--- config.mk ---
export PLATFORM = sky130hd
export DESIGN_NAME = induced_subgraph_walk_counter
export DESIGN_NICKNAME = d
export VERILOG_FILES = /design/src/isw_pkg.sv /design/src/induced_subgraph_walk_counter.sv /design/src/isw_front.sv /design/src/isw_fifo.sv /design/src/isw_back.sv
export SDC_FILE = /design/constraint.sdc
export NUM_CORES = 1
export LEC_CHECK = 0
export BUFFER_PORTS_ARGS = -buffer_cell sky130_fd_sc_hd__buf_2
export CELL_PAD_IN_SITES_DETAIL_PLACEMENT = 0
export CELL_PAD_IN_SITES_GLOBAL_PLACEMENT = 1
export CORE_MARGIN = 3
export CORE_UTILIZATION = 50
export CTS_BUF_LIST = sky130_fd_sc_hd__clkbuf_8
export DETAILED_ROUTE_END_ITERATION = 8
export GPL_TIMING_DRIVEN = 0
export PLACE_DENSITY = 0.85
export RECOVER_POWER = 50
export SLEW_MARGIN = 40
export SYNTH_ARGS = -nofsm -noshare
export SYNTH_HDL_FRONTEND = slang
export SYNTH_SLANG_ARGS = --single-unit
export TNS_END_PERCENT = 50
--- constraint.sdc ---
create_clock -name clk_i -period 10.6 [get_ports clk_i]
set_clock_uncertainty 0.1 [all_clocks]
set_input_delay 1.59 -clock clk_i [delete_from_list [all_inputs] [get_ports clk_i]]
set_output_delay 1.59 -clock clk_i [all_outputs]
set_load 0.1 [all_outputs]
--- src/isw_pkg.sv ---
`default_nettype none

package isw_pkg;

  // Graph size and derived widths
  localparam int MaxNodes = 5;
  localparam int AdjW     = MaxNodes * MaxNodes;
  localparam int NodeW    = 3;
  localparam int LenW     = 3;
  localparam int NCntW    = $clog2(MaxNodes + 1);
  localparam int CountW   = 10;

  // Configuration port
  localparam int CfgIdxW  = 1;
  localparam int CfgDataW = AdjW;

  // Command queue between front and back
  localparam int FifoDepth = 2;
  localparam int FifoPtrW  = (FifoDepth > 1) ? $clog2(FifoDepth) : 1;
  localparam int FifoCntW  = $clog2(FifoDepth + 1);

  typedef logic [NodeW-1:0]    node_t;
  typedef logic [LenW-1:0]     len_t;
  typedef logic [NCntW-1:0]    ncnt_t;
  typedef logic [CountW-1:0]   count_t;
  typedef logic [CountW:0]     count_sum_t;
  typedef logic [MaxNodes-1:0] vmask_t;
  typedef logic [AdjW-1:0]     adj_t;
  typedef logic [FifoPtrW-1:0] fifo_ptr_t;
  typedef logic [FifoCntW-1:0] fifo_cnt_t;

  localparam count_t CountMax      = {CountW{1'b1}};
  localparam node_t  NodeCountRst  = node_t'(5);

  // Register indexes
  localparam logic [CfgIdxW-1:0] CfgAdjacency = 1'b0;
  localparam logic [CfgIdxW-1:0] CfgNodeCount = 1'b1;

  // Input transaction payload
  typedef struct packed {
    vmask_t subset_mask;
    node_t  start_node;
    node_t  end_node;
    len_t   walk_length;
  } in_t;

  // Output transaction payload
  typedef struct packed {
    count_t walk_count;
    logic   length_error;
  } out_t;

  // Classified command handed from front to back
  typedef struct packed {
    vmask_t mask;       // subset restricted to vertices in use
    vmask_t init_vec;   // one-hot start, empty if start is absent
    vmask_t end_sel;    // one-hot end, empty if end is absent
    len_t   steps;      // walk length, zero on error
    logic   len_err;
  } cmd_t;

  // Handshake between queue and back end
  typedef struct packed {
    logic valid;
    cmd_t cmd;
  } q_out_t;

endpackage

`default_nettype wire

--- src/induced_subgraph_walk_counter.sv ---
// Flow: an input transaction is classified and registered in the command queue;
// the back end loads it when idle, runs L walk steps (L = walk_length, zero for
// a length error) and registers the result once the output register is free.
// The back end's vector update does one walk step per cycle and takes a new item
// only when done with the last; the queue holds two classified items.
// Reset: adjacency clears to no edges, node count to 5, queue and output empty.
`default_nettype none

module induced_subgraph_walk_counter (
  input  wire                               clk_i,
  input  wire                               rst_ni,
  input  wire                               in_valid_i,
  output logic                              in_ready_o,
  input  wire isw_pkg::in_t                 in_data_i,
  output logic                              out_valid_o,
  input  wire                               out_ready_i,
  output isw_pkg::out_t                     out_data_o,
  input  wire                               cfg_we_i,
  input  wire [isw_pkg::CfgIdxW-1:0]        cfg_index_i,
  input  wire [isw_pkg::CfgDataW-1:0]       cfg_data_i
);

  isw_pkg::adj_t   adj_q;
  isw_pkg::node_t  node_count_q;
  isw_pkg::cmd_t   cmd;
  isw_pkg::q_out_t q_out;
  logic            q_full;
  logic            pop;

  // Configuration registers
  always_ff @(posedge clk_i or negedge rst_ni) begin
    if (!rst_ni) begin
      adj_q        <= '0;
      node_count_q <= isw_pkg::NodeCountRst;
    end else if (cfg_we_i) begin
      unique case (cfg_index_i)
        isw_pkg::CfgAdjacency: adj_q <= isw_pkg::adj_t'(cfg_data_i);
        isw_pkg::CfgNodeCount: node_count_q <= isw_pkg::node_t'(cfg_data_i);
        default: ;
      endcase
    end
  end

  assign in_ready_o = !q_full;

  isw_front u_front (
    .in_data_i    (in_data_i),
    .node_count_i (node_count_q),
    .cmd_o        (cmd)
  );

  isw_fifo u_fifo (
    .clk_i       (clk_i),
    .rst_ni      (rst_ni),
    .push_i      (in_valid_i && !q_full),
    .push_data_i (cmd),
    .full_o      (q_full),
    .pop_i       (pop),
    .q_o         (q_out)
  );

  isw_back u_back (
    .clk_i       (clk_i),
    .rst_ni      (rst_ni),
    .adj_i       (adj_q),
    .q_i         (q_out),
    .pop_o       (pop),
    .out_valid_o (out_valid_o),
    .out_ready_i (out_ready_i),
    .out_data_o  (out_data_o)
  );

endmodule

`default_nettype wire

--- src/isw_front.sv ---
`default_nettype none

module isw_front (
  input  wire isw_pkg::in_t   in_data_i,
  input  wire isw_pkg::node_t node_count_i,
  output isw_pkg::cmd_t       cmd_o
);

  isw_pkg::ncnt_t n_eff;
  isw_pkg::ncnt_t len_ext;
  isw_pkg::vmask_t mask;
  isw_pkg::vmask_t init_vec;
  isw_pkg::vmask_t end_sel;
  logic len_err;

  // Effective node count saturates at the graph size
  always_comb begin
    if (isw_pkg::ncnt_t'(node_count_i) > isw_pkg::ncnt_t'(isw_pkg::MaxNodes) ||
        (isw_pkg::NodeW > isw_pkg::NCntW &&
         node_count_i > isw_pkg::node_t'(isw_pkg::MaxNodes))) begin
      n_eff = isw_pkg::ncnt_t'(isw_pkg::MaxNodes);
    end else begin
      n_eff = isw_pkg::ncnt_t'(node_count_i);
    end
  end

  assign len_ext = isw_pkg::ncnt_t'(in_data_i.walk_length);
  assign len_err = (len_ext >= n_eff) ||
                   (isw_pkg::LenW > isw_pkg::NCntW &&
                    in_data_i.walk_length > isw_pkg::len_t'(isw_pkg::MaxNodes));

  // Vertex classification: in use, in subset, endpoints
  always_comb begin
    for (int v = 0; v < isw_pkg::MaxNodes; v++) begin
      mask[v]     = in_data_i.subset_mask[v] && (isw_pkg::ncnt_t'(v) < n_eff);
      init_vec[v] = mask[v] && (in_data_i.start_node == isw_pkg::node_t'(v));
      end_sel[v]  = mask[v] && (in_data_i.end_node == isw_pkg::node_t'(v));
    end
  end

  always_comb begin
    cmd_o.mask     = mask;
    cmd_o.init_vec = init_vec;
    cmd_o.end_sel  = end_sel;
    cmd_o.steps    = len_err ? '0 : in_data_i.walk_length;
    cmd_o.len_err  = len_err;
  end

endmodule

`default_nettype wire

--- src/isw_fifo.sv ---
`default_nettype none

module isw_fifo (
  input  wire                 clk_i,
  input  wire                 rst_ni,
  input  wire                 push_i,
  input  wire isw_pkg::cmd_t  push_data_i,
  output logic                full_o,
  input  wire                 pop_i,
  output isw_pkg::q_out_t     q_o
);

  isw_pkg::cmd_t     mem_q [isw_pkg::FifoDepth];
  isw_pkg::fifo_ptr_t wptr_q, wptr_d;
  isw_pkg::fifo_ptr_t rptr_q, rptr_d;
  isw_pkg::fifo_cnt_t cnt_q, cnt_d;

  function automatic isw_pkg::fifo_ptr_t ptr_inc(isw_pkg::fifo_ptr_t p);
    if (p == isw_pkg::fifo_ptr_t'(isw_pkg::FifoDepth - 1)) begin
      return '0;
    end
    return p + 1'b1;
  endfunction

  assign full_o    = (cnt_q == isw_pkg::fifo_cnt_t'(isw_pkg::FifoDepth));
  assign q_o.valid = (cnt_q != '0);
  assign q_o.cmd   = mem_q[rptr_q];

  // Pointer and fill bookkeeping
  always_comb begin
    wptr_d = push_i ? ptr_inc(wptr_q) : wptr_q;
    rptr_d = pop_i ? ptr_inc(rptr_q) : rptr_q;
    cnt_d  = cnt_q + isw_pkg::fifo_cnt_t'(push_i) - isw_pkg::fifo_cnt_t'(pop_i);
  end

  always_ff @(posedge clk_i or negedge rst_ni) begin
    if (!rst_ni) begin
      wptr_q <= '0;
      rptr_q <= '0;
      cnt_q  <= '0;
    end else begin
      wptr_q <= wptr_d;
      rptr_q <= rptr_d;
      cnt_q  <= cnt_d;
    end
  end

  // Storage, no reset needed
  always_ff @(posedge clk_i) begin
    if (push_i) begin
      mem_q[wptr_q] <= push_data_i;
    end
  end

  a_no_overflow: assert property (@(posedge clk_i) disable iff (!rst_ni)
    full_o && !pop_i |-> !push_i)
    else $error("command queue written while full");

  a_no_underflow: assert property (@(posedge clk_i) disable iff (!rst_ni)
    pop_i |-> q_o.valid)
    else $error("command queue read while empty");

  a_cnt_bound: assert property (@(posedge clk_i) disable iff (!rst_ni)
    cnt_q <= isw_pkg::fifo_cnt_t'(isw_pkg::FifoDepth))
    else $error("command queue fill count out of range");

endmodule

`default_nettype wire

--- src/isw_back.sv ---
`default_nettype none

module isw_back (
  input  wire                 clk_i,
  input  wire                 rst_ni,
  input  wire isw_pkg::adj_t  adj_i,
  input  wire isw_pkg::q_out_t q_i,
  output logic                pop_o,
  output logic                out_valid_o,
  input  wire                 out_ready_i,
  output isw_pkg::out_t       out_data_o
);

  typedef enum logic {
    ST_IDLE,
    ST_RUN
  } state_e;

  state_e state_q, state_d;
  isw_pkg::count_t vec_q [isw_pkg::MaxNodes];
  isw_pkg::count_t vec_d [isw_pkg::MaxNodes];
  isw_pkg::count_t nxt   [isw_pkg::MaxNodes];
  isw_pkg::vmask_t mask_q, mask_d;
  isw_pkg::vmask_t end_q, end_d;
  isw_pkg::len_t   steps_q, steps_d;
  logic            err_q, err_d;
  logic            out_valid_q, out_valid_d;
  isw_pkg::out_t   out_data_q, out_data_d;
  isw_pkg::count_t pick;
  logic            out_free;

  // One walk step: every in-subset node sums its in-subset predecessors
  always_comb begin
    isw_pkg::count_sum_t acc;
    for (int j = 0; j < isw_pkg::MaxNodes; j++) begin
      acc = '0;
      for (int v = 0; v < isw_pkg::MaxNodes; v++) begin
        if (mask_q[v] && adj_i[v * isw_pkg::MaxNodes + j]) begin
          acc = acc + isw_pkg::count_sum_t'(vec_q[v]);
          if (acc > isw_pkg::count_sum_t'(isw_pkg::CountMax)) begin
            acc = isw_pkg::count_sum_t'(isw_pkg::CountMax);
          end
        end
      end
      nxt[j] = mask_q[j] ? isw_pkg::count_t'(acc) : '0;
    end
  end

  // Entry at the end node
  always_comb begin
    pick = '0;
    for (int j = 0; j < isw_pkg::MaxNodes; j++) begin
      if (end_q[j]) begin
        pick = pick | vec_q[j];
      end
    end
  end

  assign out_free = !out_valid_q || out_ready_i;
  assign pop_o    = (state_q == ST_IDLE) && q_i.valid;

  // Sequencer next state
  always_comb begin
    state_d     = state_q;
    vec_d       = vec_q;
    mask_d      = mask_q;
    end_d       = end_q;
    steps_d     = steps_q;
    err_d       = err_q;
    out_valid_d = out_valid_q && !out_ready_i;
    out_data_d  = out_data_q;
    unique case (state_q)
      ST_IDLE: begin
        if (q_i.valid) begin
          for (int j = 0; j < isw_pkg::MaxNodes; j++) begin
            vec_d[j] = isw_pkg::count_t'(q_i.cmd.init_vec[j]);
          end
          mask_d  = q_i.cmd.mask;
          end_d   = q_i.cmd.end_sel;
          steps_d = q_i.cmd.steps;
          err_d   = q_i.cmd.len_err;
          state_d = ST_RUN;
        end
      end
      ST_RUN: begin
        if (steps_q != '0) begin
          vec_d   = nxt;
          steps_d = steps_q - 1'b1;
        end else if (out_free) begin
          out_valid_d             = 1'b1;
          out_data_d.walk_count   = err_q ? '0 : pick;
          out_data_d.length_error = err_q;
          state_d                 = ST_IDLE;
        end
      end
      default: state_d = ST_IDLE;
    endcase
  end

  always_ff @(posedge clk_i or negedge rst_ni) begin
    if (!rst_ni) begin
      state_q     <= ST_IDLE;
      out_valid_q <= 1'b0;
      steps_q     <= '0;
      err_q       <= 1'b0;
    end else begin
      state_q     <= state_d;
      out_valid_q <= out_valid_d;
      steps_q     <= steps_d;
      err_q       <= err_d;
    end
  end

  // Datapath registers
  always_ff @(posedge clk_i) begin
    vec_q      <= vec_d;
    mask_q     <= mask_d;
    end_q      <= end_d;
    out_data_q <= out_data_d;
  end

  assign out_valid_o = out_valid_q;
  assign out_data_o  = out_data_q;

  a_err_zero: assert property (@(posedge clk_i) disable iff (!rst_ni)
    out_valid_q && out_data_q.length_error |-> out_data_q.walk_count == '0)
    else $error("length error reported with nonzero count");

  a_steps_bound: assert property (@(posedge clk_i) disable iff (!rst_ni)
    steps_q < isw_pkg::len_t'(isw_pkg::MaxNodes))
    else $error("step counter exceeds longest legal walk");

  a_pop_idle: assert property (@(posedge clk_i) disable iff (!rst_ni)
    pop_o |=> state_q == ST_RUN)
    else $error("command taken without starting a walk");

endmodule

`default_nettype wire
* Yosys cells after proc, flatten, opt, wreduce, memory -nomap -nowiden *
Memory sizes are Yosys's and may differ from the RTL's.
Index checks and enable logic that the tools add are counted.

word-level totals
  register bits = 109
  bits in latches = 0
  RAM bits = 38
  ROM bits = 0
  bits of input ports = 45
  output and inout bits = 13
  logic and storage cells = 225
  memories kept = 1

memory list
  name          depth  width  rd ports  clocked after Yosys merged registers in  write ports  line            source
  u_fifo.mem_q  2      19     1         0                                        1            isw_fifo.sv:13  isw_pkg::cmd_t mem_q [isw_pkg::FifoDepth];

cells by class
  $add $sub $neg = 25
  multipliers = 0
  divide/modulo/power cells = 0
  $lt $le $gt $ge = 28
  equal/unequal tests = 11
  shift-type cells = 0
  muxes and demuxes = 79
  bitwise logic cells = 7
  reduce and logical (&&, ||, !) cells = 56

operator list
  kind                  number
  $mux 11               34
  $gt 11x10->1 const B  20
  $mux 10               22
  $add 11x10->11        19
  $mux 50               2
  $pmux 50 s2           1
  $logic_and 1x1->1     43
  $or 10x10->10         4
  $mux 1                14
  $eq 3x2->1 const B    4
  $mux 3                4
  $add 10x10->11        1
  $gt 10x10->1 const B  1
  $reduce_and 2->1      4
  $eq 3x1->1 const B    2
  $eq 3x3->1 const B    2
  $logic_not 3->1       2
  $lt 1x3->1 const A    2
  $lt 2x3->1 const A    2
  $pmux 3 s2            1
  $ge 3x3->1            1
  $gt 3x3->1 const B    1
  $logic_not 1->1       3
  $lt 3x3->1 const A    1
  other kinds (13)      16

* Depth between registers and ports, before layout *
  depth after elaboration = 22
  depth in mapped cells = 46
  mapped depth without buffers = 42

* Modules after synthesis *
From an unflattened synthesis, not the netlist that was laid out.

unflattened totals
  cells, all modules = 2,044
  area total of the unflattened synthesis = 17,894.7 sq um

modules (own cells, without submodules)
  module                         instances  cells each  area an instance (sq um)  seq. area each (sq um)
  isw_back                       1          1,870       14,791.7                  2,282.2
  isw_fifo                       1          74          1,647.8                   1,241.2
  induced_subgraph_walk_counter  1          63          1,172.4                   703.2
  isw_front                      1          37          282.8                     0.0

* Least setup slack after synthesis *
No wires, ideal clock.

  path kind = flip-flop to flip-flop
  from = reg u_back.mask_q[0]
  to = reg u_back.vec_q[24] in the netlist's numbering (data pin)
  setup time = 0.255 ns
  arrival = 8.128 ns
  data required time = 10.245 ns
  path slack = 2.117 ns
  stages on the path, launching flop included = 43
  path buffers = 4
  clock period less this slack = 8.483 ns
  cells stage by stage = edfxtp_1 > buf_4 > clkbuf_1 > clkbuf_1 > and3_1 > ha_1 > inv_1 > fa_1 > nor2b_1 > o21ai_0 > a21bo_2 > a21oi_1 > o22ai_1 > inv_1 > ha_1 > inv_1 > fa_1 > nor2b_1 > [... 7 more ...] > inv_1 > fa_1 > inv_1 > a21oi_1 > o21ai_0 > a31oi_1 > o21ai_1 > inv_1 > a2bb2oi_1 > ha_1 > nor2b_1 > o21a_1 > a31o_2 > o41ai_1 > o21bai_1 > a211o_1 > o221ai_1 > o21ba_2

between the ends
  longest elaborated chain between the ends = 21

ends and longest elaborated chain
  what                    line             source
  start, declared         isw_back.sv:23   isw_pkg::vmask_t mask_q, mask_d;
  start signal, assigned  isw_back.sv:117  mask_q <= mask_d;
  $logic_and 1x1->1 (*)   isw_back.sv:38   if (mask_q[v] && adj_i[v * isw_pkg::MaxNodes + j]) begin
  $mux 11 (*)             isw_back.sv:38
  $add 11x10->11          isw_back.sv:39   acc = acc + isw_pkg::count_sum_t'(vec_q[v]);
  $gt 11x10->1            isw_back.sv:40   if (acc > isw_pkg::count_sum_t'(isw_pkg::CountMax)) begin
  $mux 11                 isw_back.sv:40
  $mux 11 (*)             isw_back.sv:38
  $add 11x10->11          isw_back.sv:39
  $gt 11x10->1            isw_back.sv:40
  [... 5 more ...]        --
  $mux 11 (*)             isw_back.sv:38
  $add 11x10->11          isw_back.sv:39
  $gt 11x10->1            isw_back.sv:40
  $mux 10                 isw_back.sv:40
  $mux 10 (*)             isw_back.sv:38
  $mux 10 (*)             isw_back.sv:45   nxt[j] = mask_q[j] ? isw_pkg::count_t'(acc) : '0;
  $mux 50 (*)             isw_back.sv:86   if (steps_q != '0) begin
  $pmux 50 s2 (*)         isw_back.sv:72   unique case (state_q)
  end signal, assigned    isw_back.sv:116  vec_q <= vec_d;
  end, declared           isw_back.sv:20   isw_pkg::count_t vec_q [isw_pkg::MaxNodes];

Mark *: on every way between the ends. The rest lies on a longest branch, timed or not. The select of a mux whose other input is x is not followed.
A chain may end at the register's enable or synchronous reset.

* Worst setup path in the final report *
Same ends and word-level chain as after synthesis.

==> flow_summary.json <==
{
  "syn_nets": 2289,
  "start_util_pct": 51.3,
  "cp_data_required_time_ns": 10.77,
  "hold_class": "reg -> reg",
  "syn_inst": 2027,
  "worstSetupStartpointType": "register",
  "cts_tree": "built",
  "dieArea_um2": 37100,
  "via_per_inst": 6.57,
  "core-area_um2": 34000,
  "leakage_uw": 0.00832,
  "finalCritPeriodShare_pct": 95.2,
  "syn_area_per_cell_um2": 8.60,
  "rrSetupSlack_ns": 0.51,
  "cts_hold_buf": 0,
  "drive_above_1_share_pct": 11.1,
  "grt.overflow.total": 0,
  "ant_nets": 0,
  "grt.total_usage_pct": 33.4,
  "cts_buffers": 17,
  "place_hpwl_mm": 47.8,
  "outcome": "finished, violations left",
  "worstPathArrival_ns": 10.26,
  "violations": "capacitance limit, slew limit",
  "cts-htree-levels": 4,
  "wl_per_cell_um": 24.3,
  "grt_max_degree": 42,
  "worst_setup_path_end_kind": "register",
  "final_cell_mix": "ha_1, nor2_1, a21oi_1",
  "min_path_cells": 1,
  "worstMarginPinSlew_ns": 3.06,
  "ys_async_sr_fraction_pct": 25.9,
  "die_x_um": 193,
  "drt-pass1-iter-count": 8,
  "cts-root-buf": "clkbuf_8",
  "fmax_mhz": 99.1,
  "area_growth_pct": 7.78,
  "cts_buffer_depth": 2,
  "fp.dieH_um": 193,
  "finalSetupViolations": 0,
  "power.density_nw_per_um2": 340,
  "route.detailed.drc": 0,
  "cap_violations": 2,
  "num_vias": 16900,
  "tns_ns": 0,
  "power.total_uw": 6390,
  "nets": 2370,
  "reg2reg_depth": 42,
  "synth_warnings": 0,
  "synth-seq-cells": 147,
  "rsz0062_at_grt": "no",
  "grt_pass1_vias": 15800,
  "post_cts_buffers": 0,
  "synthesis.area_um2": 17400,
  "synth_fa_ha_area_share_pct": 16.8,
  "yosys.area_share.xor_xnor_pct": 6.99,
  "worstHoldEndpoint": "u_fifo.wptr_q",
  "fin_crit_ns": 10.09,
  "reg2reg_to": "u_back.vec_q[24]",
  "ys_types": 88,
  "final_hold_viol_count": 0,
  "clock_latency_ns": 0.49,
  "path_max_fanout": 10,
  "filler_cell_count": 3170,
  "critPathMaxStageDelay_ns": 0.48,
  "antenna_found_initial": 0,
  "drt_wl_total_mm": 62.5,
  "synth.area.mux_share_pct": 3.82,
  "synth_edf_count": 109,
  "path_class": "reg -> reg",
  "seq_area_um2": 4230,
  "clock-sinks": 147,
  "reg2reg_from": "u_back.mask_q[0]",
  "synth_top_family_by_area": "compound AO/OA/AOI/OAI gates",
  "hold_path.startpoint": "u_fifo.wptr_q",
  "place_congestion": 0.996,
  "slew-limit-headroom_pct": -104,
  "seq_area_frac_synth_pct": 24.3,
  "synth_flop_cell": "edfxtp_1",
  "multi_input_area_um2": 12400,
  "rows": 67,
  "mostFrequentLayoutCell": "ha_1",
  "maxSlewViolCount": 59,
  "io_pins": 58,
  "num_antenna_cells": 0,
  "synthSimpleGateAreaFrac_pct": 16.1,
  "grt_pass1_wl_mm": 92.8,
  "synth_compound_area_share_pct": 27.1,
  "port_buffers": 57,
  "irDropWorstVdd_mv": 0.252,
  "clk_pin_slew_ns": 0.12,
  "critPathSlowestCell": "edfxtp_1",
  "drt_iter0_markers": 1798
}
-- worst max path at each step --
stage / from / endpoint / cells after the start
2_1_floorplan: u_back.mask_q[0] / u_back.vec_q[24] / 42
3_5_place_dp: u_back.mask_q[0] / u_back.vec_q[24] / 42
6_report: u_back.mask_q[0] / u_back.vec_q[24] / 42
5_1_grt: u_back.mask_q[0] / u_back.vec_q[18] / 41
4_1_cts: u_back.mask_q[0] / u_back.vec_q[24] / 42
3_3_place_gp: u_back.mask_q[0] / u_back.vec_q[24] / 42
-- final cells by class --
cell class,count,share of cell area (%)
multi-input combinational,1667,66.2
sequential,147,22.5
tap,448,2.98
inverter,146,2.92
timing repair buffer,63,1.74
buffer,66,1.65
clock buffer,17,1.25
clock inverter,15,0.733
-- report_power, final --
group | switching, µW | internal [µW] | total [µW]
combinational | 2760 | 1840 | 4600
sequential | 433 | 890 | 1320
clock | 288 | 174 | 461
total | 3480 | 2910 | 6390
-- critical path, delay by kind of cell, from the launching register on --
kind	cells	cell delay (ns)
buffers and inverters	8	1.43
AOI/OAI and AO/OA	21	4.93
and+or+nand+nor	6	0.87
DFF	1	0.48
adders and majority gates	7	2.06
-- stage by stage --
stage                     hold WS [ns]  setup WS [ns]  cells  area [µm²]  utilization, %
after floorplan                  0.345           2.12   2027       17400               -
after global placement           0.376         -0.461   2532       18300            53.8
after detailed placement         0.410         -0.600   2535       18300            54.0
after CTS                        0.433         0.0266   2567       18700            55.2
after global routing             0.429         0.0197   2569       18800            55.3
final                            0.397          0.506   2569       18800            55.3
-- cell usage after synthesis, drive strengths merged (43+ instances only) --
cell    instances  area, µm²
nor3           43        220
ha            197       2460
mux2           44        495
o21ai          92        460
a21oi         154        774
nor2          167        627
xnor2         100        876
inv           146        548
nand2         148        556
and2           44        275
clkbuf         44        166
edfxtp        109       3270
-- sequential cells by signal (all words and copies together), names as in the netlist, 2 cells and up --
register / count
u_back.out_data_o: 11
u_fifo.mem_q: 38
u_back.steps_q: 3
u_back.mask_q: 5
u_back.vec_q: 50
u_fifo.cnt_q: 2
u_back.end_q: 5
adj_q: 25
node_count_q: 3
-- metal layers --
metal	vias up	track usage [%]	share of wire (%)
met5	-	0	0
met4	0	13.8	4.6
met3	148	7.12	11
met2	882	52.4	44
met1	8025	44.7	41
li1	7823	-	-
-- repair_timing --
item,4_1_cts,5_1_grt
pin swaps,0,0
setup endpoints to repair,12,49
gates resized for setup,4,31
-- kinds of logic (layout without fill, tap and decap cells) --
logic type      after synthesis  after routing
xor+xnor                    139            139
fa+ha+maj                   224            224
buf+inv                     213            307
flops                       147            147
compound gates              661            661
simple gates                582            582
mux                          61             61
No activity file was read; power rests on OpenSTA's default activity.
